### config.mk
export PLATFORM = sky130hd
export DESIGN_NAME = cv3_queue
export DESIGN_NICKNAME = d
export VERILOG_FILES = /design/src/rtl/cv3_pkg.sv /design/src/rtl/cv3_queue.sv
export SDC_FILE = /design/constraint.sdc
export NUM_CORES = 1
export LEC_CHECK = 0
export BUFFER_PORTS_ARGS = -buffer_cell sky130_fd_sc_hd__clkbuf_2
export CAP_MARGIN = 20
export CORE_ASPECT_RATIO = 0.9
export CORE_UTILIZATION = 36
export CTS_CLUSTER_DIAMETER = 80
export DETAILED_ROUTE_END_ITERATION = 7
export REMOVE_ABC_BUFFERS = 1
export SLEW_MARGIN = 10
export SYNTH_ARGS = -nofsm -noshare
export SYNTH_HDL_FRONTEND = slang
export SYNTH_SLANG_ARGS = --single-unit
### constraint.sdc
create_clock -name clk -period 10.4 [get_ports clk]
set_clock_uncertainty 0.1 [all_clocks]
set_input_delay 1.56 -clock clk [delete_from_list [all_inputs] [get_ports clk]]
set_output_delay 1.56 -clock clk [all_outputs]
set_load 0.1 [all_outputs]
### src/rtl/cv3_pkg.sv
// Shared types, constants and tap tables for the 3x3 convolution line-buffer block.
`default_nettype none

package cv3_pkg;

    localparam int MAX_WIDTH    = 512;
    localparam int HEIGHT_LIMIT = 512;
    localparam int COL_W        = $clog2(MAX_WIDTH);
    localparam int SIZE_W       = 10;
    localparam int NUM_TAPS     = 9;
    localparam int QUEUE_DEPTH  = 4;
    localparam int QPTR_W       = $clog2(QUEUE_DEPTH);

    localparam logic [SIZE_W-1:0] RESET_SIZE = 10'd416;

    typedef enum logic [1:0] {
        CMD_WEIGHT = 2'd0,
        CMD_BIAS   = 2'd1,
        CMD_PIXEL  = 2'd2,
        CMD_DRAIN  = 2'd3
    } cmd_t;

    typedef enum logic {
        REG_WIDTH  = 1'b0,
        REG_HEIGHT = 1'b1
    } reg_idx_t;

    typedef struct packed {
        logic top;
        logic bottom;
        logic left;
        logic right;
    } border_t;

    typedef struct packed {
        cmd_t                cmd;
        logic [3:0]          widx;
        logic signed [15:0]  sample;
        logic signed [31:0]  bias;
        logic                last_ch;
        logic signed [31:0]  psum;
        logic [COL_W-1:0]    col;
        logic                have_out;
        border_t             border;
        logic                last;
    } item_t;

    // Weight word used by each window tap, and the tap's row and column
    localparam logic [3:0] WEIGHT_OF [0:NUM_TAPS-1] =
        '{4'd0, 4'd3, 4'd6, 4'd1, 4'd4, 4'd7, 4'd2, 4'd5, 4'd8};
    localparam logic [1:0] TAP_ROW [0:NUM_TAPS-1] =
        '{2'd0, 2'd0, 2'd0, 2'd1, 2'd1, 2'd1, 2'd2, 2'd2, 2'd2};
    localparam logic [1:0] TAP_COL [0:NUM_TAPS-1] =
        '{2'd0, 2'd1, 2'd2, 2'd0, 2'd1, 2'd2, 2'd0, 2'd1, 2'd2};

endpackage

`default_nettype wire

### src/rtl/cv3_queue.sv
// Short register queue that decouples the front end from the back end.
`default_nettype none

module cv3_queue
    import cv3_pkg::*;
(
    input  wire logic  clk,
    input  wire logic  rst_n,
    input  wire logic  push,
    input  item_t      push_item,
    output logic       full,
    output logic       valid,
    output item_t      head,
    input  wire logic  pop
);

    item_t             slot_reg [QUEUE_DEPTH];
    logic [QPTR_W-1:0] wr_ptr_reg, wr_ptr_next;
    logic [QPTR_W-1:0] rd_ptr_reg, rd_ptr_next;
    logic [QPTR_W:0]   count_reg, count_next;

    assign full  = (count_reg == (QPTR_W+1)'(QUEUE_DEPTH));
    assign valid = (count_reg != '0);
    assign head  = slot_reg[rd_ptr_reg];

    always_comb
    begin
        wr_ptr_next = push ? wr_ptr_reg + QPTR_W'(1) : wr_ptr_reg;
        rd_ptr_next = pop  ? rd_ptr_reg + QPTR_W'(1) : rd_ptr_reg;
        count_next  = count_reg;
        if (push && !pop)
            count_next = count_reg + (QPTR_W+1)'(1);
        else if (pop && !push)
            count_next = count_reg - (QPTR_W+1)'(1);
    end

    always_ff @(posedge clk)
    begin
        if (push)
            slot_reg[wr_ptr_reg] <= push_item;
    end

    always_ff @(posedge clk or negedge rst_n)
    begin
        if (!rst_n)
        begin
            wr_ptr_reg <= '0;
            rd_ptr_reg <= '0;
            count_reg  <= '0;
        end
        else
        begin
            wr_ptr_reg <= wr_ptr_next;
            rd_ptr_reg <= rd_ptr_next;
            count_reg  <= count_next;
        end
    end

endmodule

`default_nettype wire

==> reports/metrics.csv <==
stage,metric,value,unit
sta,setup_viol,0,
floorplan,initial_core_util,36.9,%
setup_path,critical-path-max-stage-delay,940,ps
drt,first_iter_violations,310,
sta,slew_headroom,29.1,%
setup_path,worstSetupEndpointType,primary output,
status,status,finished clean,
clock_tree,path_clk_slew,60,ps
worst_hold_path,min-delay-start,count_reg[2]$_DFFE_PN0P_,
clock_tree,clock_latency,550,ps
drt,routed_wl,29100,um
drt,vias_per_cell,4.88,
placed_design,place_inst,1300,
placed_design,gp_congestion,0.661,
setup_path,reg2reg_slack,7730,ps
global_routing,grt_pass1_vias,7268,
setup_path,critical_path.cell_chain,buf_4 -> mux4_2 -> clkbuf_2,
sta,period_minus_slack,4950,ps
placed_design,port_buffers,209,
yosys,ys_types,21,
global_routing,track_usage,13.9,%
setup_path,required,8740,ps
flow_run,maxCapViolCount,0,
setup_path,crit_path_start_kind,register,
sta,rsz0062_at_grt,no,
setup_path,worstPathArrival,3290,ps
floorplan,die_h,197,um
final_layout,area_delta_synth_final,19.1,%
final_layout,post_layout_nonfiller_instances,1373,
sta,hold_violations,0,
yosys,syn_area,15200,um2
setup_path,criticalPathCategory,reg -> out,
global_routing,grt_max_degree,66,
drt,vias,6695,
drt,dr.pass1.iters,4,
floorplan,die_area,43000,um2
final_layout,drive_gt1_share,45.9,%
global_routing,antenna_found_initial,1,
final_layout,nFillCells,3470,
clock_tree,cts_buffer_depth,3,
sta,finalCritPeriodShare,47.6,%
setup_path,cp_slowest_cell,dfrtp_4,
drt,drc,0,
clock_tree,cts_setup_buffers,0,
clock_tree,cts_tree,built,
final_layout,final_net_count,918,
yosys,syn_area_per_cell,26.8,um2
final_layout,multi_input_area,2510,um2
sta,tns,0,ps
placed_design,dpl.hpwl,16700,um
clock_tree,cts_num_sinks,415,
setup_path,r2r_start,wr_ptr_reg[1]$_DFFE_PN0P_,
global_routing,grt_pass1_wl,43800,um
final_layout,fin_util,44.0,%
sta,max_slew.worst_pin.slew,1060,ps
sta,hold-worst-slack,396,ps
final_layout,largest_register_ffs,408,
yosys,ys_seq_area_share,81.9,%
clock_tree,ctsHoldBuffers,0,
setup_path,crit_start,rd_ptr_reg[0]$_DFFE_PN0P_,
sta,fmax,202,MHz
clock_tree,cts-root-buf,clkbuf_16,
yosys,ys_warn_count,0,
yosys,synthCells,567,
floorplan,num_io_pins,210,
final_layout,seq_area,12400,um2
yosys,synth_seq_cells,415,
clock_tree,cts_resized,0,
global_routing,grt-ovfl-total,0,
floorplan,die_w,218,um
drt,wire_per_inst,21.2,um
drt,detail-route-antenna-nets,0,
floorplan,rows,70,
clock_tree,htreeDepth,2,
worst_hold_path,hold_path.class,reg -> reg,
floorplan,core-area,41100,um2
setup_path,rr_worst_depth,4,
clock_tree,cts-buffers-inserted,44,
setup_path,crit_path_max_fanout,38,
worst_hold_path,holdPathStages,1,
sta,drv_slew,0,
-- through the flow --
step                      setup WS [ps]  area, um2
after floorplan                    3730      14900
after global placement             5940      16700
after detailed placement           5890      16700
after CTS                          5270      18100
after global routing               5160      18100
final                              5450      18100
-- area by class of cell --
| cell class | count | share of cell area, % |
|---|---|---|
| flip-flops and latches | 415 | 68.8 |
| diodes | 1 | 0.0139 |
| well taps | 540 | 3.74 |
| clock inverters | 20 | 0.970 |
| repair buffers | 216 | 6.08 |
| multi-input cells | 125 | 13.9 |
| clock buffers | 52 | 6.38 |
| inverters | 4 | 0.0831 |
-- logic make-up (layout without fill, tap and decap cells) --
group                    Yosys count  after routing  synth area share, %
buffers and inverters             27            292                 1.60
AND/OR/NAND/NOR                    9              9                0.330
multiplexers                     103            103                 15.2
AO/OA/AOI/OAI                      1              1               0.0330
flip-flops                       415            415                 81.9
adder cells (fa/ha/maj)            6              6                0.544
XOR/XNOR                           6              6                0.346
other                              0              1                    0
-- synthesized netlist by cell type --
library cell / number / area share [%]
inv_1: 4 / 0.099
nand2_1: 2 / 0.050
buf_2: 8 / 0.26
ha_1: 5 / 0.41
dfrtp_1: 7 / 1.2
nor3b_1: 1 / 0.050
xor2_1: 4 / 0.23
xnor2_1: 2 / 0.12
o21ai_0: 1 / 0.033
and2_1: 4 / 0.16
nor2_1: 1 / 0.025
mux2_2: 1 / 0.074
or3_1: 1 / 0.041
buf_12: 6 / 0.79
mux4_2: 102 / 15
buf_4: 4 / 0.20
fa_1: 1 / 0.13
edfxtp_1: 408 / 81
buf_1: 3 / 0.074
buf_6: 1 / 0.074
buf_8: 1 / 0.099
-- worst max-delay path: cells and delay by family (launching register included) --
kind	cells	cell delay, ps
buffers and inverters	2	1160
flip-flops	1	940
multiplexers	1	600
-- cells in the final DEF, fill, tap and decap left out, drive strengths merged --
cell type | Yosys | final
clkbuf | 0 | 261
buf | 23 | 7
nor3b | 1 | 1
o21ai | 1 | 1
clkinv | 0 | 15
bufinv | 0 | 3
dfrtp | 7 | 7
mux4 | 102 | 102
nor2 | 1 | 1
fa | 1 | 1
or3 | 1 | 1
diode | 0 | 1
inv | 4 | 6
mux2 | 1 | 1
ha | 5 | 5
nand2 | 2 | 2
xor2 | 4 | 4
xnor2 | 2 | 2
and2 | 4 | 4
edfxtp | 408 | 408
-- layer usage --
layer  wire (um)  share of wire (%)  vias to the layer above  GRT usage [%]
li1            -                  -                     2926              -
met1       12600                 43                     3549           18.3
met2       14200                 49                      176           22.5
met3        1580                5.4                       44           3.36
met4         685                2.4                        0           5.05
met5           0                  0                        -              0
-- final timing paths --
path                                             endpoint
worst max-delay path                             head[41]
worst min-delay path             count_reg[2]$_DFFE_PN0P_
worst max register to register  slot_reg[1][57]$_DFFE_PP_
worst min register to register   count_reg[2]$_DFFE_PN0P_
max in group asynchronous       rd_ptr_reg[0]$_DFFE_PN0P_
min in group asynchronous        count_reg[2]$_DFFE_PN0P_
Power is not shown: default switching activity piles up to over one toggle a cycle in this logic, so the estimate is an artifact.
