--- src/rtl/cv3_pkg.sv ---
// Shared types, constants and tap tables for the 3x3 convolution line-buffer block.
`default_nettype none

package cv3_pkg;

    localparam int MAX_WIDTH    = 512;
    localparam int HEIGHT_LIMIT = 512;
    localparam int COL_W        = $clog2(MAX_WIDTH);
    localparam int SIZE_W       = 10;
    localparam int NUM_TAPS     = 9;
    localparam int QUEUE_DEPTH  = 4;
    localparam int QPTR_W       = $clog2(QUEUE_DEPTH);

    localparam logic [SIZE_W-1:0] RESET_SIZE = 10'd416;

    typedef enum logic [1:0] {
        CMD_WEIGHT = 2'd0,
        CMD_BIAS   = 2'd1,
        CMD_PIXEL  = 2'd2,
        CMD_DRAIN  = 2'd3
    } cmd_t;

    typedef enum logic {
        REG_WIDTH  = 1'b0,
        REG_HEIGHT = 1'b1
    } reg_idx_t;

    typedef struct packed {
        logic top;
        logic bottom;
        logic left;
        logic right;
    } border_t;

    typedef struct packed {
        cmd_t                cmd;
        logic [3:0]          widx;
        logic signed [15:0]  sample;
        logic signed [31:0]  bias;
        logic                last_ch;
        logic signed [31:0]  psum;
        logic [COL_W-1:0]    col;
        logic                have_out;
        border_t             border;
        logic                last;
    } item_t;

    // Weight word used by each window tap, and the tap's row and column
    localparam logic [3:0] WEIGHT_OF [0:NUM_TAPS-1] =
        '{4'd0, 4'd3, 4'd6, 4'd1, 4'd4, 4'd7, 4'd2, 4'd5, 4'd8};
    localparam logic [1:0] TAP_ROW [0:NUM_TAPS-1] =
        '{2'd0, 2'd0, 2'd0, 2'd1, 2'd1, 2'd1, 2'd2, 2'd2, 2'd2};
    localparam logic [1:0] TAP_COL [0:NUM_TAPS-1] =
        '{2'd0, 2'd1, 2'd2, 2'd0, 2'd1, 2'd2, 2'd0, 2'd1, 2'd2};

endpackage

`default_nettype wire

--- src/rtl/cv3_front.sv ---
// Front end: configuration registers, stream position tracking and item classification.
`default_nettype none

module cv3_front
    import cv3_pkg::*;
(
    input  wire logic               clk,
    input  wire logic               rst_n,
    input  wire logic               psel,
    input  wire logic               penable,
    input  wire logic               pwrite,
    input  wire logic [2:0]         paddr,
    input  wire logic [31:0]        pwdata,
    output logic [31:0]             prdata,
    input  wire logic               in_valid,
    input  wire logic [1:0]         command,
    input  wire logic [3:0]         weight_index,
    input  wire logic signed [15:0] sample,
    input  wire logic signed [31:0] bias_value,
    input  wire logic               last_channel,
    input  wire logic signed [31:0] partial_sum,
    input  wire logic               q_full,
    output logic                    push,
    output item_t                   push_item
);

    logic [SIZE_W-1:0] width_reg, width_next;
    logic [SIZE_W-1:0] height_reg, height_next;
    logic [SIZE_W-1:0] in_row_reg, in_row_next;
    logic [SIZE_W-1:0] in_col_reg, in_col_next;
    logic [SIZE_W-1:0] eff_w, eff_h, c, col_inc, qr, qc;
    logic              cfg_wr, have, last, stream;
    border_t           border;
    cmd_t              cmd;

    assign cfg_wr = psel && penable && pwrite;
    assign prdata = (reg_idx_t'(paddr[2]) == REG_HEIGHT) ? {22'd0, height_reg}
                                                       : {22'd0, width_reg};
    assign cmd    = cmd_t'(command);
    assign stream = (cmd == CMD_PIXEL) || (cmd == CMD_DRAIN);
    assign push   = in_valid && !q_full;

    always_comb
    begin
        eff_w = width_reg;
        if (width_reg == '0)
            eff_w = SIZE_W'(1);
        else if (int'(width_reg) > MAX_WIDTH)
            eff_w = SIZE_W'(MAX_WIDTH);
        eff_h = height_reg;
        if (height_reg == '0)
            eff_h = SIZE_W'(1);
        else if (int'(height_reg) > HEIGHT_LIMIT)
            eff_h = SIZE_W'(HEIGHT_LIMIT);

        c = (in_col_reg >= eff_w) ? eff_w - SIZE_W'(1) : in_col_reg;
        if (c == '0)
        begin
            have = in_row_reg >= SIZE_W'(2);
            qr   = in_row_reg - SIZE_W'(2);
            qc   = eff_w - SIZE_W'(1);
        end
        else
        begin
            have = in_row_reg >= SIZE_W'(1);
            qr   = in_row_reg - SIZE_W'(1);
            qc   = c - SIZE_W'(1);
        end
        have          = have && (qr < eff_h);
        border.top    = (qr == '0);
        border.bottom = (qr == eff_h - SIZE_W'(1));
        border.left   = (qc == '0);
        border.right  = (qc == eff_w - SIZE_W'(1));
        last          = have && border.bottom && border.right;
        col_inc       = c + SIZE_W'(1);

        push_item          = '0;
        push_item.cmd      = cmd;
        push_item.widx     = weight_index;
        push_item.sample   = (cmd == CMD_DRAIN) ? 16'sd0 : sample;
        push_item.bias     = bias_value;
        push_item.last_ch  = last_channel;
        push_item.psum     = partial_sum;
        push_item.col      = COL_W'(c);
        push_item.have_out = have;
        push_item.border   = border;
        push_item.last     = last;

        width_next  = width_reg;
        height_next = height_reg;
        in_row_next = in_row_reg;
        in_col_next = in_col_reg;
        if (cfg_wr)
        begin
            if (reg_idx_t'(paddr[2]) == REG_HEIGHT)
                height_next = pwdata[SIZE_W-1:0];
            else
                width_next = pwdata[SIZE_W-1:0];
            in_row_next = '0;
            in_col_next = '0;
        end
        else if (push && stream)
        begin
            if (last)
            begin
                in_row_next = '0;
                in_col_next = '0;
            end
            else if (col_inc >= eff_w)
            begin
                in_col_next = '0;
                in_row_next = in_row_reg + SIZE_W'(1);
            end
            else
                in_col_next = col_inc;
        end
    end

    always_ff @(posedge clk or negedge rst_n)
    begin
        if (!rst_n)
        begin
            width_reg  <= RESET_SIZE;
            height_reg <= RESET_SIZE;
            in_row_reg <= '0;
            in_col_reg <= '0;
        end
        else
        begin
            width_reg  <= width_next;
            height_reg <= height_next;
            in_row_reg <= in_row_next;
            in_col_reg <= in_col_next;
        end
    end

endmodule

`default_nettype wire

--- config.mk ---
export PLATFORM = sky130hd
export DESIGN_NAME = cv3_front
export DESIGN_NICKNAME = d
export VERILOG_FILES = /design/src/rtl/cv3_pkg.sv /design/src/rtl/cv3_front.sv
export SDC_FILE = /design/constraint.sdc
export NUM_CORES = 1
export LEC_CHECK = 0
export BUFFER_PORTS_ARGS = -buffer_cell sky130_fd_sc_hd__buf_2
export CORE_AREA = 3 3 100 149
export CTS_CLUSTER_DIAMETER = 100
export CTS_CLUSTER_SIZE = 40
export DETAILED_ROUTE_END_ITERATION = 12
export DIE_AREA = 0 0 103 152
export PLACE_DENSITY_LB_ADDON = 0.15
export SYNTH_ARGS = -nofsm -noshare
export SYNTH_HDL_FRONTEND = slang
export SYNTH_SLANG_ARGS = --single-unit
--- constraint.sdc ---
create_clock -name clk -period 10.5 [get_ports clk]
set_input_delay 2.1 -clock clk [delete_from_list [all_inputs] [get_ports clk]]
set_output_delay 2.1 -clock clk [all_outputs]
set_load 0.05 [all_outputs]
==> run metrics <==
clock root cell clkbuf_16; Chip Height roughly 150 microns; Setup TNS 0 ns; Slew HR 35.0%; worst-skew pair later-pin latency 0.29 ns; Critical Path Start Type flop; status complete, no violations; Critical Path Start width_reg[6]$_DFFE_PN0P_; Reg power frac 13.4%; Post-CTS Resized 0; # setup viols final 0; sequential share of the synthesized area between 10% and 20%; switching power around 1.3 mW; post-CTS setup buffers 0; vias in the first global route 5031; Netlist Area Pre-Place 5730 sq um; DRT Wirelength 16800 microns; Worst Setup End Kind output pin; reg-to-reg setup timing slack between 2 and 3 ns; Worst R2R Path Depth 29; first-pass GRT wire length 26100 microns; Final Cycle Share 91.1%; met3 GRT Util 2.61%; Power Internal 910 uW; placed wire-length estimate ~14000 microns; Setup CP Type flop to output pin; switching part of the total 57.9%; GR Util All Layers about a fifth; crit path max-delay cell type a221oi_1; Placed Area 5570 sq um; max-slew violation count 0; r2r startpoint width_reg[6]$_DFFE_PN0P_; Synth top area share 14.9%; Starting DRT DRC Count 210; area grow syn2layout 0.218%; fill cell count 1437; critical path's most frequent cell ha_1; Wirelength per Cell 19.2 microns; Final Hold Viols 0; initial antenna violation count 0; reg2reg end in_row_reg[7]$_DFFE_PN0P_; port buffer count 79; worst path required time between 8 and 9 ns; maxcap violations 0; pre-CTS setup slack between 1 and 1.5 ns; top post-synthesis cells by area dfrtp_1 (15%), buf_4 (12%), ha_1 (8.7%); synthesized flop and latch total 40; clock share of power 8.1%; synthesized instance count 726; clock slew at reported path FFs 0.06 ns; CORE AREA 13700 sq um; FFs w/ async S/R, synth 100%; Post-DRT Antenna Nets 0; Post-synth EDFFs 0; f_max 105 MHz; peak supply drop 0.136 mV; hold_buf cts 0; Clock Tree Buf Depth 2; Cell variety after synth just over 80; routed vias 5043; capture point of the worst path push_item[0]; die area 15700 sq um; Main synth FF type dfrtp_1; post-route worst setup slack ~0.94 ns; Top Ports 264; Via density between 5 and 6; CTS Buf Count 5; most common cell after layout, fill and taps aside buf_2; Final min period approximately 9.6 ns; first drt pass iteration count 5; unrepaired setup endpoints after global routing false; pwr/cell area ~380 nW/um^2; die width 103 microns; Sink Count 40; combinational power share about four fifths; total grt overflow 0; crit path DAT 7.46 ns; max incr delay on CP 0.55 ns; met2 GRT Util 36.7%; fin nets 880; TritonCTS clock tree built; critical path fanouts, max 9; commonest non-fill, non-tap cells in the layout buf_2 (79), nand2_1 (70), nor2_1 (47); Std-Cell Rows 52; GR Layer Usage met1 22.6%; Max Clock Skew a little over 0.008 ns; final core occ 42.0%; worst min path class flop to flop; largest net degree at the start of global routing between 40 and 50; DRC Markers 0; Synth warnings 0; Initial Util roughly two fifths; H-tree depth 2; Slew @ Worst Pin roughly 1 ns; Yosys top cell by area dfrtp_1; GRT busiest layer met2; ratio of cells with drive above 1 in the final layout between 20% and 30%; Pwr Total 2.16 mW; Avg Cell Area, Syn 7.89 sq um; Leak 2.57 nW; post-route cell area 5740 sq um; routability congestion estimate 0.939; ANT cells 0
[worst min-delay path by stage]
stage | startpoint | cells past startpoint | end
final | in_col_reg[0]$_DFFE_PN0P_ | 2 | in_col_reg[0]$_DFFE_PN0P_
after global routing | in_col_reg[0]$_DFFE_PN0P_ | 2 | in_col_reg[0]$_DFFE_PN0P_
after floorplan | in_col_reg[0]$_DFFE_PN0P_ | 2 | in_col_reg[0]$_DFFE_PN0P_
after detailed placement | in_col_reg[0]$_DFFE_PN0P_ | 2 | in_col_reg[0]$_DFFE_PN0P_
after global placement | in_col_reg[0]$_DFFE_PN0P_ | 2 | in_col_reg[0]$_DFFE_PN0P_
after CTS | in_col_reg[0]$_DFFE_PN0P_ | 2 | in_col_reg[0]$_DFFE_PN0P_
[power groups by stage]
stage                     sequential [mW]  clock, mW  combinational, mW
after floorplan                     0.240          0               1.45
after global placement              0.291          0               1.68
after detailed placement            0.291          0               1.69
after CTS                           0.289      0.180               1.70
after global routing                0.298      0.185               1.87
final                               0.289      0.176               1.70
[critical path: cells and delay by family (launching register included)]
family          cells  cell delay [ns]
compound gates      9             2.11
xor+xnor            1             0.27
buf+inv             3             0.57
simple gates       12             2.85
fa+ha+maj           3             0.93
flops               1             0.41
[cells in the mapped netlist (all sizes together) (20+ instances only)]
| cell type | count |
|---|---|
| a21oi | 34 |
| and2 | 20 |
| buf | 101 |
| clkbuf | 25 |
| dfrtp | 34 |
| ha | 40 |
| inv | 31 |
| mux2 | 27 |
| nand2 | 72 |
| nor2 | 47 |
| o21ai | 43 |
| xnor2 | 32 |
[stage by stage]
step / std cells / hold WS (ns)
2_1_floorplan: 747 / 0.494
3_3_place_gp: 866 / 0.543
3_5_place_dp: 866 / 0.544
4_1_cts: 874 / 0.559
5_1_grt: 874 / 0.594
6_report: 874 / 0.551
[cell type report]
type,instances,area [sq um],area share [%]
tap,162,203,3.53
sequential,40,1010,17.6
clock buffer,6,129,2.25
inverter,32,120,2.09
multi-input combinational,549,3820,66.5
timing repair buffer,83,425,7.41
clock inverter,2,35.0,0.611
[logic make-up (layout without fill, tap and decap cells)]
kind of cell | Yosys count | in the layout | share of synthesized area, %
other | 1 | 22 | 0.0655
muxes | 36 | 36 | 7.10
xor gates and xnor gates | 45 | 45 | 7.01
and+or+nand+nor | 248 | 248 | 23.2
AOI/OAI and AO/OA | 158 | 158 | 19.1
adders and majority gates | 40 | 40 | 8.74
DFF | 40 | 40 | 17.6
buffers and inverters | 158 | 123 | 17.2
[metal layers]
metal / wire length [microns] / vias up
li1: - / 2440
met1: 5990 / 2329
met2: 8630 / 181
met3: 847 / 93
met4: 1360 / 0
met5: 0 / -
Note: power is estimated with default switching activity, not from simulation.
